===== src/rtl/core/tdr_pkg.sv =====
`timescale 1ns / 1ps
`default_nettype none

package tdr_pkg;

    localparam int DIVIDER_WIDTH_DEFAULT = 16;
    localparam int DIV_COUNT_W = 16;
    localparam int TICK_W = 8;
    localparam int TIMER_W = 8;
    localparam int CTL_W = 3;
    localparam int CTL_ENABLE_BIT = 2;
    localparam int SEL_W = 4;

    localparam logic [1:0] RATE_SLOW = 2'd0;
    localparam logic [1:0] RATE_FAST = 2'd1;
    localparam logic [1:0] RATE_MID_FAST = 2'd2;
    localparam logic [1:0] RATE_MID_SLOW = 2'd3;

    localparam logic [SEL_W-1:0] TAP_SLOW = 4'd9;
    localparam logic [SEL_W-1:0] TAP_FAST = 4'd3;
    localparam logic [SEL_W-1:0] TAP_MID_FAST = 4'd5;
    localparam logic [SEL_W-1:0] TAP_MID_SLOW = 4'd7;

    localparam logic FUNC_ADVANCE = 1'b0;
    localparam logic FUNC_CONTROL = 1'b1;

    typedef struct packed {
        logic                func;
        logic [TICK_W-1:0]   tick_cycles;
        logic [CTL_W-1:0]    control_value;
    } in_req_t;

    typedef struct packed {
        logic [DIV_COUNT_W-1:0] divider_count;
        logic [TIMER_W-1:0]     timer_count;
        logic [TIMER_W-1:0]     overflow_count;
        logic                   interrupt_pending;
    } out_req_t;

    typedef enum logic [2:0] {
        OP_NONE,
        OP_START,
        OP_TICK,
        OP_ADD,
        OP_CTRL
    } step_op_t;

    typedef struct packed {
        step_op_t            op;
        logic [TICK_W-1:0]   ticks;
        logic [CTL_W-1:0]    ctl;
    } step_cmd_t;

    typedef struct packed {
        logic                enabled;
        logic                irq;
        logic [TIMER_W-1:0]  timer;
        logic [TIMER_W-1:0]  wraps;
    } step_status_t;

    function automatic logic [SEL_W-1:0] sel_bit(input logic [1:0] rate);
        logic [SEL_W-1:0] tap;
        case (rate)
            RATE_FAST:     tap = TAP_FAST;
            RATE_MID_FAST: tap = TAP_MID_FAST;
            RATE_MID_SLOW: tap = TAP_MID_SLOW;
            default:       tap = TAP_SLOW;
        endcase
        return tap;
    endfunction

endpackage

`default_nettype wire


===== src/rtl/core/tdr_step_unit.sv =====
`timescale 1ns / 1ps
`default_nettype none

module tdr_step_unit #(
    parameter int DIVIDER_WIDTH = tdr_pkg::DIVIDER_WIDTH_DEFAULT
) (
    input  wire                          clk,
    input  wire                          rst_n,
    input  wire                          reload_we,
    input  wire  [tdr_pkg::TIMER_W-1:0]  reload_data,
    input  tdr_pkg::step_cmd_t           cmd,
    output tdr_pkg::step_status_t        status,
    output logic [DIVIDER_WIDTH-1:0]     divider
);
    import tdr_pkg::*;

    logic [DIVIDER_WIDTH-1:0] divider_reg;
    logic [DIVIDER_WIDTH-1:0] divider_next;
    logic [TIMER_W-1:0]       timer_reg;
    logic [TIMER_W-1:0]       timer_next;
    logic [CTL_W-1:0]         control_reg;
    logic [CTL_W-1:0]         control_next;
    logic                     irq_reg;
    logic                     irq_next;
    logic [TIMER_W-1:0]       wraps_reg;
    logic [TIMER_W-1:0]       wraps_next;
    logic [TIMER_W-1:0]       reload_reg;

    logic [SEL_W-1:0]         sel_cur;
    logic [SEL_W-1:0]         sel_new;
    logic [DIVIDER_WIDTH-1:0] div_inc;
    logic [TIMER_W:0]         timer_inc;
    logic                     tick_fall;
    logic                     glitch;
    logic                     bump;
    logic                     wrap;

    always_comb
    begin
        sel_cur   = sel_bit(control_reg[1:0]);
        sel_new   = sel_bit(cmd.ctl[1:0]);
        div_inc   = divider_reg + DIVIDER_WIDTH'(1);
        timer_inc = {1'b0, timer_reg} + (TIMER_W+1)'(1);
        tick_fall = divider_reg[sel_cur] & ~div_inc[sel_cur];
        glitch    = (control_reg[CTL_ENABLE_BIT] & divider_reg[sel_cur])
                  & ~(cmd.ctl[CTL_ENABLE_BIT] & divider_reg[sel_new]);
        bump      = ((cmd.op == OP_TICK) & tick_fall) | ((cmd.op == OP_CTRL) & glitch);
        wrap      = bump & timer_inc[TIMER_W];

        divider_next = divider_reg;
        control_next = control_reg;
        wraps_next   = wraps_reg;
        case (cmd.op)
            OP_START: wraps_next = '0;
            OP_TICK:
            begin
                divider_next = div_inc;
                wraps_next   = wraps_reg + TIMER_W'(wrap);
            end
            OP_ADD:
            begin
                divider_next = divider_reg + DIVIDER_WIDTH'(cmd.ticks);
                wraps_next   = '0;
            end
            OP_CTRL:
            begin
                control_next = cmd.ctl;
                wraps_next   = TIMER_W'(wrap);
            end
            default: ;
        endcase

        timer_next = timer_reg;
        irq_next   = irq_reg;
        if (bump)
        begin
            if (wrap)
            begin
                timer_next = reload_reg;
                irq_next   = 1'b1;
            end
            else
            begin
                timer_next = timer_inc[TIMER_W-1:0];
            end
        end
    end

    always_ff @(posedge clk or negedge rst_n)
    begin
        if (!rst_n)
        begin
            divider_reg <= '0;
            timer_reg   <= '0;
            control_reg <= '0;
            irq_reg     <= 1'b0;
            wraps_reg   <= '0;
            reload_reg  <= '0;
        end
        else
        begin
            divider_reg <= divider_next;
            timer_reg   <= timer_next;
            control_reg <= control_next;
            irq_reg     <= irq_next;
            wraps_reg   <= wraps_next;
            if (reload_we)
            begin
                reload_reg <= reload_data;
            end
        end
    end

    assign divider        = divider_reg;
    assign status.enabled = control_reg[CTL_ENABLE_BIT];
    assign status.irq     = irq_reg;
    assign status.timer   = timer_reg;
    assign status.wraps   = wraps_reg;

endmodule

`default_nettype wire


===== src/rtl/core/divider_timer_with_reload.sv =====
// Divider and timer with reload.
// Input channel (in_valid, in_stall, in_req): each request either advances the
// divider by tick_cycles clocks or writes the three-bit timer control.
// Output channel (out_valid, out_stall, out_req): exactly one result per request,
// carrying the divider, timer, wrap count of that request and the sticky interrupt.
// The reload value must be written with reload_we and reload_data only while the
// block is idle; the block itself does not enforce this. A control write, or an
// advance while the timer is disabled, finishes in one step applied at acceptance;
// its result is then loaded into the output register from ST_RUN.
// An advance with the timer enabled walks the divider one tick per clock through
// a single incrementer and edge detector; its result is loaded after the last tick.
// The input is stalled from acceptance until the result is loaded into the
// output register; one request is handled at a time.
// A result waiting under out_stall does not block the next request, but a
// finished request is held until the output register is free.
// Reset clears the divider, timer, control, interrupt flag and reload value,
// drops out_valid and leaves in_stall low.
`timescale 1ns / 1ps
`default_nettype none

module divider_timer_with_reload #(
    parameter int DIVIDER_WIDTH = tdr_pkg::DIVIDER_WIDTH_DEFAULT
) (
    input  wire                          clk,
    input  wire                          rst_n,
    input  wire                          in_valid,
    output logic                         in_stall,
    input  tdr_pkg::in_req_t             in_req,
    output logic                         out_valid,
    input  wire                          out_stall,
    output tdr_pkg::out_req_t            out_req,
    input  wire                          reload_we,
    input  wire  [tdr_pkg::TIMER_W-1:0]  reload_data
);
    import tdr_pkg::*;

    typedef enum logic {
        ST_IDLE,
        ST_RUN
    } state_t;

    state_t                   state_reg;
    state_t                   state_next;
    logic [TICK_W-1:0]        ticks_left_reg;
    logic [TICK_W-1:0]        ticks_left_next;
    logic                     out_valid_reg;
    logic                     out_valid_next;
    out_req_t                 out_req_reg;
    out_req_t                 out_req_next;

    step_cmd_t                cmd;
    step_status_t             status;
    logic [DIVIDER_WIDTH-1:0] divider;
    logic                     accept;
    logic                     finish;

    tdr_step_unit #(
        .DIVIDER_WIDTH (DIVIDER_WIDTH)
    ) u_step (
        .clk         (clk),
        .rst_n       (rst_n),
        .reload_we   (reload_we),
        .reload_data (reload_data),
        .cmd         (cmd),
        .status      (status),
        .divider     (divider)
    );

    always_comb
    begin
        accept = (state_reg == ST_IDLE) && in_valid;
        finish = (state_reg == ST_RUN) && (ticks_left_reg == '0)
              && (!out_valid_reg || !out_stall);

        cmd.op          = OP_NONE;
        cmd.ticks       = in_req.tick_cycles;
        cmd.ctl         = in_req.control_value;
        state_next      = state_reg;
        ticks_left_next = ticks_left_reg;
        out_req_next    = out_req_reg;
        out_valid_next  = out_valid_reg && out_stall;

        case (state_reg)
            ST_IDLE:
            begin
                if (accept)
                begin
                    state_next      = ST_RUN;
                    ticks_left_next = '0;
                    if (in_req.func == FUNC_CONTROL)
                    begin
                        cmd.op = OP_CTRL;
                    end
                    else if (status.enabled)
                    begin
                        cmd.op          = OP_START;
                        ticks_left_next = in_req.tick_cycles;
                    end
                    else
                    begin
                        cmd.op = OP_ADD;
                    end
                end
            end
            ST_RUN:
            begin
                if (ticks_left_reg != '0)
                begin
                    cmd.op          = OP_TICK;
                    ticks_left_next = ticks_left_reg - TICK_W'(1);
                end
                else if (finish)
                begin
                    state_next                     = ST_IDLE;
                    out_valid_next                 = 1'b1;
                    out_req_next.divider_count     = DIV_COUNT_W'(divider);
                    out_req_next.timer_count       = status.timer;
                    out_req_next.overflow_count    = status.wraps;
                    out_req_next.interrupt_pending = status.irq;
                end
            end
            default: state_next = ST_IDLE;
        endcase
    end

    always_ff @(posedge clk or negedge rst_n)
    begin
        if (!rst_n)
        begin
            state_reg      <= ST_IDLE;
            ticks_left_reg <= '0;
            out_valid_reg  <= 1'b0;
            out_req_reg    <= '0;
        end
        else
        begin
            state_reg      <= state_next;
            ticks_left_reg <= ticks_left_next;
            out_valid_reg  <= out_valid_next;
            out_req_reg    <= out_req_next;
        end
    end

    assign in_stall  = (state_reg != ST_IDLE);
    assign out_valid = out_valid_reg;
    assign out_req   = out_req_reg;

`ifndef SYNTHESIS
    a_wraps_bounded: assert property (@(posedge clk) disable iff (!rst_n)
        out_valid |-> (out_req.overflow_count <= 8'd16))
        else $error("more timer wraps in one request than the divider allows");

    a_wrap_sets_irq: assert property (@(posedge clk) disable iff (!rst_n)
        (out_valid && (out_req.overflow_count != '0)) |-> out_req.interrupt_pending)
        else $error("timer wrapped without interrupt flag");

    a_irq_sticky: assert property (@(posedge clk) disable iff (!rst_n)
        !$fell(status.irq))
        else $error("interrupt flag cleared without reset");

    a_idle_after_finish: assert property (@(posedge clk) disable iff (!rst_n)
        finish |=> (!in_stall && out_valid))
        else $error("finished request did not reach the output register");
`endif

endmodule

`default_nettype wire


===== config.mk =====
export PLATFORM = sky130hd
export DESIGN_NAME = divider_timer_with_reload
export DESIGN_NICKNAME = d
export VERILOG_FILES = /design/src/rtl/core/tdr_pkg.sv /design/src/rtl/core/tdr_step_unit.sv /design/src/rtl/core/divider_timer_with_reload.sv
export SDC_FILE = /design/constraint.sdc
export NUM_CORES = 1
export LEC_CHECK = 0
export BUFFER_PORTS_ARGS = -buffer_cell sky130_fd_sc_hd__buf_2
export CORE_MARGIN = 2
export CORE_UTILIZATION = 40
export DETAILED_ROUTE_END_ITERATION = 16
export GPL_TIMING_DRIVEN = 0
export MAX_ROUTING_LAYER = met4
export PLACE_DENSITY_LB_ADDON = 0.25
export SLEW_MARGIN = 10
export SYNTH_ARGS = -nofsm -noshare
export SYNTH_HDL_FRONTEND = slang
export SYNTH_SLANG_ARGS = --single-unit

===== constraint.sdc =====
create_clock -name clk -period 3.5 [get_ports clk]
set_input_delay 0.7 -clock clk [delete_from_list [all_inputs] [get_ports clk]]
set_output_delay 0.7 -clock clk [all_outputs]
set_load 0.02 [all_outputs]

# --- Yosys cells after proc, flatten, opt, wreduce, memory -nomap -nowiden ---
# Index checks and enable logic that the tools add are counted.
word_totals:
  in_bits: 25
  elab_cells: 87
  output_inout_bits: 35
  regBits: 87
classes:
  eq_ne: 12
  bitwise: 12
  n_lt_le_gt_ge: 2
  n_reduce_logical: 15
  n_addsub: 5
  n_mux: 28
op_table:
  columns: ["op", "n"]
  rows:
  - ["8-bit two-way mux", 5]
  - ["16-bit one-hot mux with 2 select lines", 1]
  - ["4-bit one-hot mux with 3 select lines", 2]
  - ["8-bit one-hot mux with 3 select lines", 1]
  - ["16-bit by 1-bit adder with 16-bit output, second input constant", 1]
  - ["16-bit by 8-bit adder with 16-bit output", 1]
  - ["8-bit one-hot mux with 2 select lines", 1]
  - ["1-bit binary-select mux with 4-bit select", 3]
  - ["4-bit by 5-bit < comparator with 1-bit output, second input constant", 2]
  - ["8-bit by 1-bit adder with 9-bit output, second input constant", 1]
  - ["1-bit two-way mux", 9]
  - ["8-bit by 1-bit adder with 8-bit output", 1]
  - ["2-bit == test, second input constant", 4]
  - ["8-bit zero test", 1]
  - ["8-bit nonzero test", 1]
  - ["8-bit by 1-bit subtractor with 8-bit output, second input constant", 1]
  - ["1-bit bitwise AND", 7]
  - ["3-bit by 2-bit == test with 1-bit output, second input constant", 2]
  - ["3-bit two-way mux", 2]
  - ["3-bit one-hot mux with 2 select lines", 1]
  - ["2-bit by 1-bit == test with 1-bit output, second input constant", 2]
  - ["1-bit logical AND", 4]
  - ["2-bit two-way mux", 2]
  - ["1-bit NOT", 4]
  - ["13 further kinds", 15]

# --- Longest topological paths before layout ---
logic_depth:
  word_depth: 12
  mapped_depth: 14
  mapped_depth_nobuf: 14

# --- By module ---
# Synthesis repeated with hierarchy kept, for this count alone.
hier_totals:
  hier_cells: 426
  area_unflattened_um2: 4710.8
by_module_without_submodules:
  columns: ["module", "cells_each", "seq_area_each_um2", "n_inst", "area_per_inst_um2"]
  rows:
  - ["tdr_step_unit", 284, 1101.1, 1, 2705.1]
  - ["divider_timer_with_reload", 142, 1076.0, 1, 2005.7]

# --- Least setup slack after synthesis ---
# OpenSTA, ideal clock, no wires.
synth_timing:
  path_type: "input -> register"
  from: "input port in_req[0] (netlist name)"
  to: "register u_step.wraps_reg[6]"
  stages: 10
  required_time_ns: 3.422
  setup_ns: 0.078
  path_buffers: 0
  arrival_time_ns: 2.657
  slack_ns: 0.766
  path_cell_list: "mux4_2 a211o_1 o31ai_4 nand2_1 inv_1 ha_1 ha_1 nand3_1 or3_1 a21oi_1"
synth_between:
  elab_chain_len: 12
  elab_cells_between_ends: 14
  cone_classes: "add/sub (1); eq/ne (3); mux (4); bitwise (6)"
synth_rtl:
  columns: ["element", "line_no", "source"]
  rows:
  - ["start, declared", "divider_timer_with_reload.sv:28", "input tdr_pkg::in_req_t in_req,"]
  - ["2-bit == test / 2-bit by 1-bit == test with 1-bit output (equally long branches)", "tdr_pkg.sv:63", "case (rate)"]
  - ["4-bit one-hot mux with 3 select lines *", "tdr_pkg.sv:63", null]
  - ["1-bit binary-select mux with 4-bit select *", "tdr_step_unit.sv:46", "& ~(cmd.ctl[CTL_ENABLE_BIT] & divider_reg[sel_new]);"]
  - ["1-bit two-way mux (implied by the code) *", "tdr_step_unit.sv:46", null]
  - ["1-bit bitwise AND *", "tdr_step_unit.sv:46", null]
  - ["1-bit NOT *", "tdr_step_unit.sv:46", null]
  - ["1-bit bitwise AND *", "tdr_step_unit.sv:46", null]
  - ["1-bit bitwise AND *", "tdr_step_unit.sv:47", "bump = ((cmd.op == OP_TICK) & tick_fall) | ((cmd.op == OP_CTRL) & glitch);"]
  - ["1-bit OR *", "tdr_step_unit.sv:47", null]
  - ["1-bit bitwise AND *", "tdr_step_unit.sv:48", "wrap = bump & timer_inc[TIMER_W];"]
  - ["8-bit by 1-bit adder with 8-bit output *", "tdr_step_unit.sv:58", "wraps_next = wraps_reg + TIMER_W'(wrap);"]
  - ["8-bit one-hot mux with 3 select lines *", "tdr_step_unit.sv:53", "case (cmd.op)"]
  - ["end signal, assigned", "tdr_step_unit.sv:106", "wraps_reg <= wraps_next;"]
  - ["end, declared", "tdr_step_unit.sv:25", "logic [TIMER_W-1:0] wraps_reg;"]
# Every way passes the cells marked *; elsewhere a longest branch is shown, timed or not. The select of a mux whose other input is x is not followed.
# A chain may end at the register's enable or synchronous reset.

# --- Final worst setup path ---
layout_timing:
  from: "register ticks_left_reg[0]"
  to: "register u_step.wraps_reg[6]"
layout_between:
  elab_chain_len: 9
  elab_cells_between_ends: 15
  cone_classes: "add/sub (1); eq/ne (4); mux (3); bitwise (4); reduce/logical (3)"
layout_rtl:
  columns: ["element", "line_no", "source"]
  rows:
  - ["start, declared", "divider_timer_with_reload.sv:44", "logic [TICK_W-1:0] ticks_left_reg;"]
  - ["start signal, assigned", "divider_timer_with_reload.sv:138", "ticks_left_reg <= ticks_left_next;"]
  - ["8-bit nonzero test *", "divider_timer_with_reload.sv:107", "if (ticks_left_reg != '0)"]
  - ["2-bit two-way mux *", "divider_timer_with_reload.sv:107", null]
  - ["3-bit one-hot mux with 2 select lines *", "divider_timer_with_reload.sv:83", "case (state_reg)"]
  - ["3-bit by 2-bit == test with 1-bit output / 3-bit == test (equally long branches)", "tdr_step_unit.sv:47, tdr_step_unit.sv:53", null]
  - ["1-bit bitwise AND", "tdr_step_unit.sv:47", null]
  - ["1-bit OR", "tdr_step_unit.sv:47", null]
  - ["1-bit bitwise AND", "tdr_step_unit.sv:48", null]
  - ["8-bit by 1-bit adder with 8-bit output", "tdr_step_unit.sv:58", null]
  - ["8-bit one-hot mux with 3 select lines", "tdr_step_unit.sv:53", null]
# Every way passes the cells marked *; elsewhere a longest branch is shown, timed or not.

==> reports/results.ini <==
[global_route]
grt_pass1_wl_mm = 16.3
met1_usage_pct = 24.1
grt-busiest-layer = met2
gr-usage-met2_pct = 28.0
antenna_found_initial = 0
grt.total_usage_pct = 18.1
grt_max_degree = 48
grtUsageMet3_pct = 2.37
globalRouteOverflowTotal = 0
grt_pass1_vias = 3322

[timing]
clock.fmax_mhz = 326
period_share_pct = 87.7
min_period_ns = 3.07
slew_viol_final = 0
hold_ws_ns = 0.314
finalSetupViolations = 0
hold_viol_final = 0
clock_skew_ns = 0.00965
setup_tns_ns = 0
maxSlewHeadroom_pct = 59.9
setup_ws_ns = 0.432
tightest_slew_ns = 0.599
rsz0062_at_grt = false

[route]
dr.pass1.iters = 4
drc = 0
wire_per_inst_um = 15.6
viasPerCell = 5.27
drt_iter0_drc = 110
antenna_left = 0
totalWireLength_mm = 9.73
vias = 3286

[die]
die_h_um = 110
die_area_um2 = 12100
placeableCoreArea_um2 = 10900
start_util_pct = 41.2
die_w_um = 110
pin_count = 60
rows = 38

[logic_synthesis]
synth_cell_types = 64
netlist_area_um2 = 4480
postSynthCellCount = 409
yosysWarnings = 0
synth_edf_count = 0
synthFlopType = dfrtp_1
ys_seq_area_share_pct = 48.6
syn_avg_cell_area_um2 = 11.0
async_reset_ff_share_pct = 100
synthesis.nets = 448
synth_seq_cells = 87

[pwr]
p_leak_nw = 2.44
p_total_mw = 4.11
powerDensity_nw_per_um2 = 796
peakVddDrop_mv = 0.410

[final_layout]
fin_nets = 518
instances_no_fill = 624
final_cell_mix = dfrtp_1, buf_2, nand2_1
largest_reg_flops = 33
final_common_cell = dfrtp_1
final_core_util_pct = 47.4
syn_to_final_growth_pct = 15.1
fillers = 1011
drive_above_1_share_pct = 29.8
diodes = 0
fin_area_um2 = 5160

[placed_design]
dp_hpwl_mm = 7.31
post-place-ws_ns = 0.303
place_inst = 608
io_buffers = 58
place.gp.congestion = 0.853
place_area_um2 = 4980

[clocking]
htreeDepth = 3
clockBufferDepth = 2
cts.clk_slew.worst_paths_ns = 0.09
cts-root-buf = clkbuf_8
cts_made_buffers = 9
cts_sinks = 87
postCtsHoldBufs = 0
clock_latency_ns = 0.37
cts_tree = done
postCtsResizedCells = 0
cts_setup_buffers = 0

[hold_path]
hold_path.class = input pin to async pin

[worst_setup_path]
cp_cell_sequence = inv_1 > ha_1 > nor3b_2 > a21oi_4 > nand4_2 > o31ai_4 > nand2_1 > inv_1 > ha_1 > ha_1 > nand3_1 > or3_1 > a21oi_1
critPathLaunchType = flip-flop
timing.critical_path.slowest_stage_cell = o31ai_4
endpoint_kind = flip-flop
r2r_start = ticks_left_reg[0]
cp_data_arrival_time_ns = 3.36
criticalPathCategory = flip-flop to flip-flop
critPathRequiredTime_ns = 3.79
cpPeakStageDelay_ns = 0.41
crit_top_cell = ha_1
critical_path.max_fanout = 8
startpoint = ticks_left_reg[0]

[job]
cap_violations = 0

[status]
status = completed

==> routing by layer <==
layer | wire (um) | vias to the layer above
li1 | - | 1614
met2 | 4660 | 62
met4 | 192 | 0
met5 | 0 | -
met3 | 378 | 14
met1 | 4500 | 1596
==> area by class of cell <==
type                    instances  area, um^2  share of cell area (%)
clock inverters                 4        30.0                   0.582
inverters                      10        37.5                   0.728
clock buffers                  12         145                    2.81
plain buffers                  18         114                    2.21
well taps                     140         175                    3.40
flip-flops and latches         87        2180                    42.2
multi-input cells             294        2160                    41.9
repair buffers                 59         320                    6.21
==> critical path, delay by kind of cell, from the launching register on <==
kind,cells,cell delay (ns)
and+or+nand+nor,5,0.98
AOI/OAI and AO/OA,3,0.83
adders and majority gates,3,0.65
DFF,1,0.38
buffers and inverters,2,0.16
==> synth_stat cells (all sizes together), types with 3 or more instances <==
| cell | count | area share, % |
|---|---|---|
| a21o | 3 | 0.50 |
| a21oi | 25 | 2.9 |
| a22o | 3 | 0.59 |
| a31oi | 6 | 0.84 |
| a32oi | 3 | 0.59 |
| a41oi | 3 | 0.75 |
| and2 | 3 | 0.47 |
| and3 | 7 | 1.0 |
| buf | 12 | 2.0 |
| clkbuf | 6 | 0.50 |
| dfrtp | 87 | 49 |
| ha | 13 | 3.6 |
| inv | 10 | 0.84 |
| mux2 | 45 | 11 |
| mux2i | 4 | 0.89 |
| nand2 | 41 | 3.5 |
| nand3 | 16 | 1.9 |
| nand4 | 5 | 0.84 |
| nor2 | 27 | 2.3 |
| nor2b | 3 | 0.42 |
| nor3 | 3 | 0.34 |
| nor4 | 4 | 0.89 |
| o21ai | 24 | 2.7 |
| xnor2 | 8 | 1.6 |
| xor2 | 15 | 2.9 |
==> cells by family (layout without fill, tap and decap cells) <==
family                     count (synthesis)  count (layout)  synth area share [%]
AOI/OAI and AO/OA                         84              84                  12.4
xor gates and xnor gates                  23              23                  4.50
adders and majority gates                 14              14                  4.08
buffers and inverters                     28             103                  3.38
DFF                                       87              87                  48.6
muxes                                     50              50                  12.8
and+or+nand+nor                          123             123                  14.3
==> path summary, 6_finish.rpt <==
check                                 endpoint  slack (ns)  depth (start not counted)
setup / recovery           u_step.wraps_reg[6]        0.43                         13
hold / removal               u_step.divider[7]        0.31                          1
setup reg to reg           u_step.wraps_reg[6]        0.43                         13
hold reg to reg             u_step.divider[15]        0.46                          1
max in group asynchronous  u_step.wraps_reg[5]        2.57                          2
min in group clk            u_step.divider[15]        0.46                          1
==> power breakdown <==
group | internal (mW) | switching, mW | total [mW]
clock network | 0.281 | 0.374 | 0.655
registers | 1.31 | 0.284 | 1.59
logic | 0.824 | 1.04 | 1.86
total | 2.41 | 1.69 | 4.11
No activity file was read; power rests on OpenSTA's default activity.
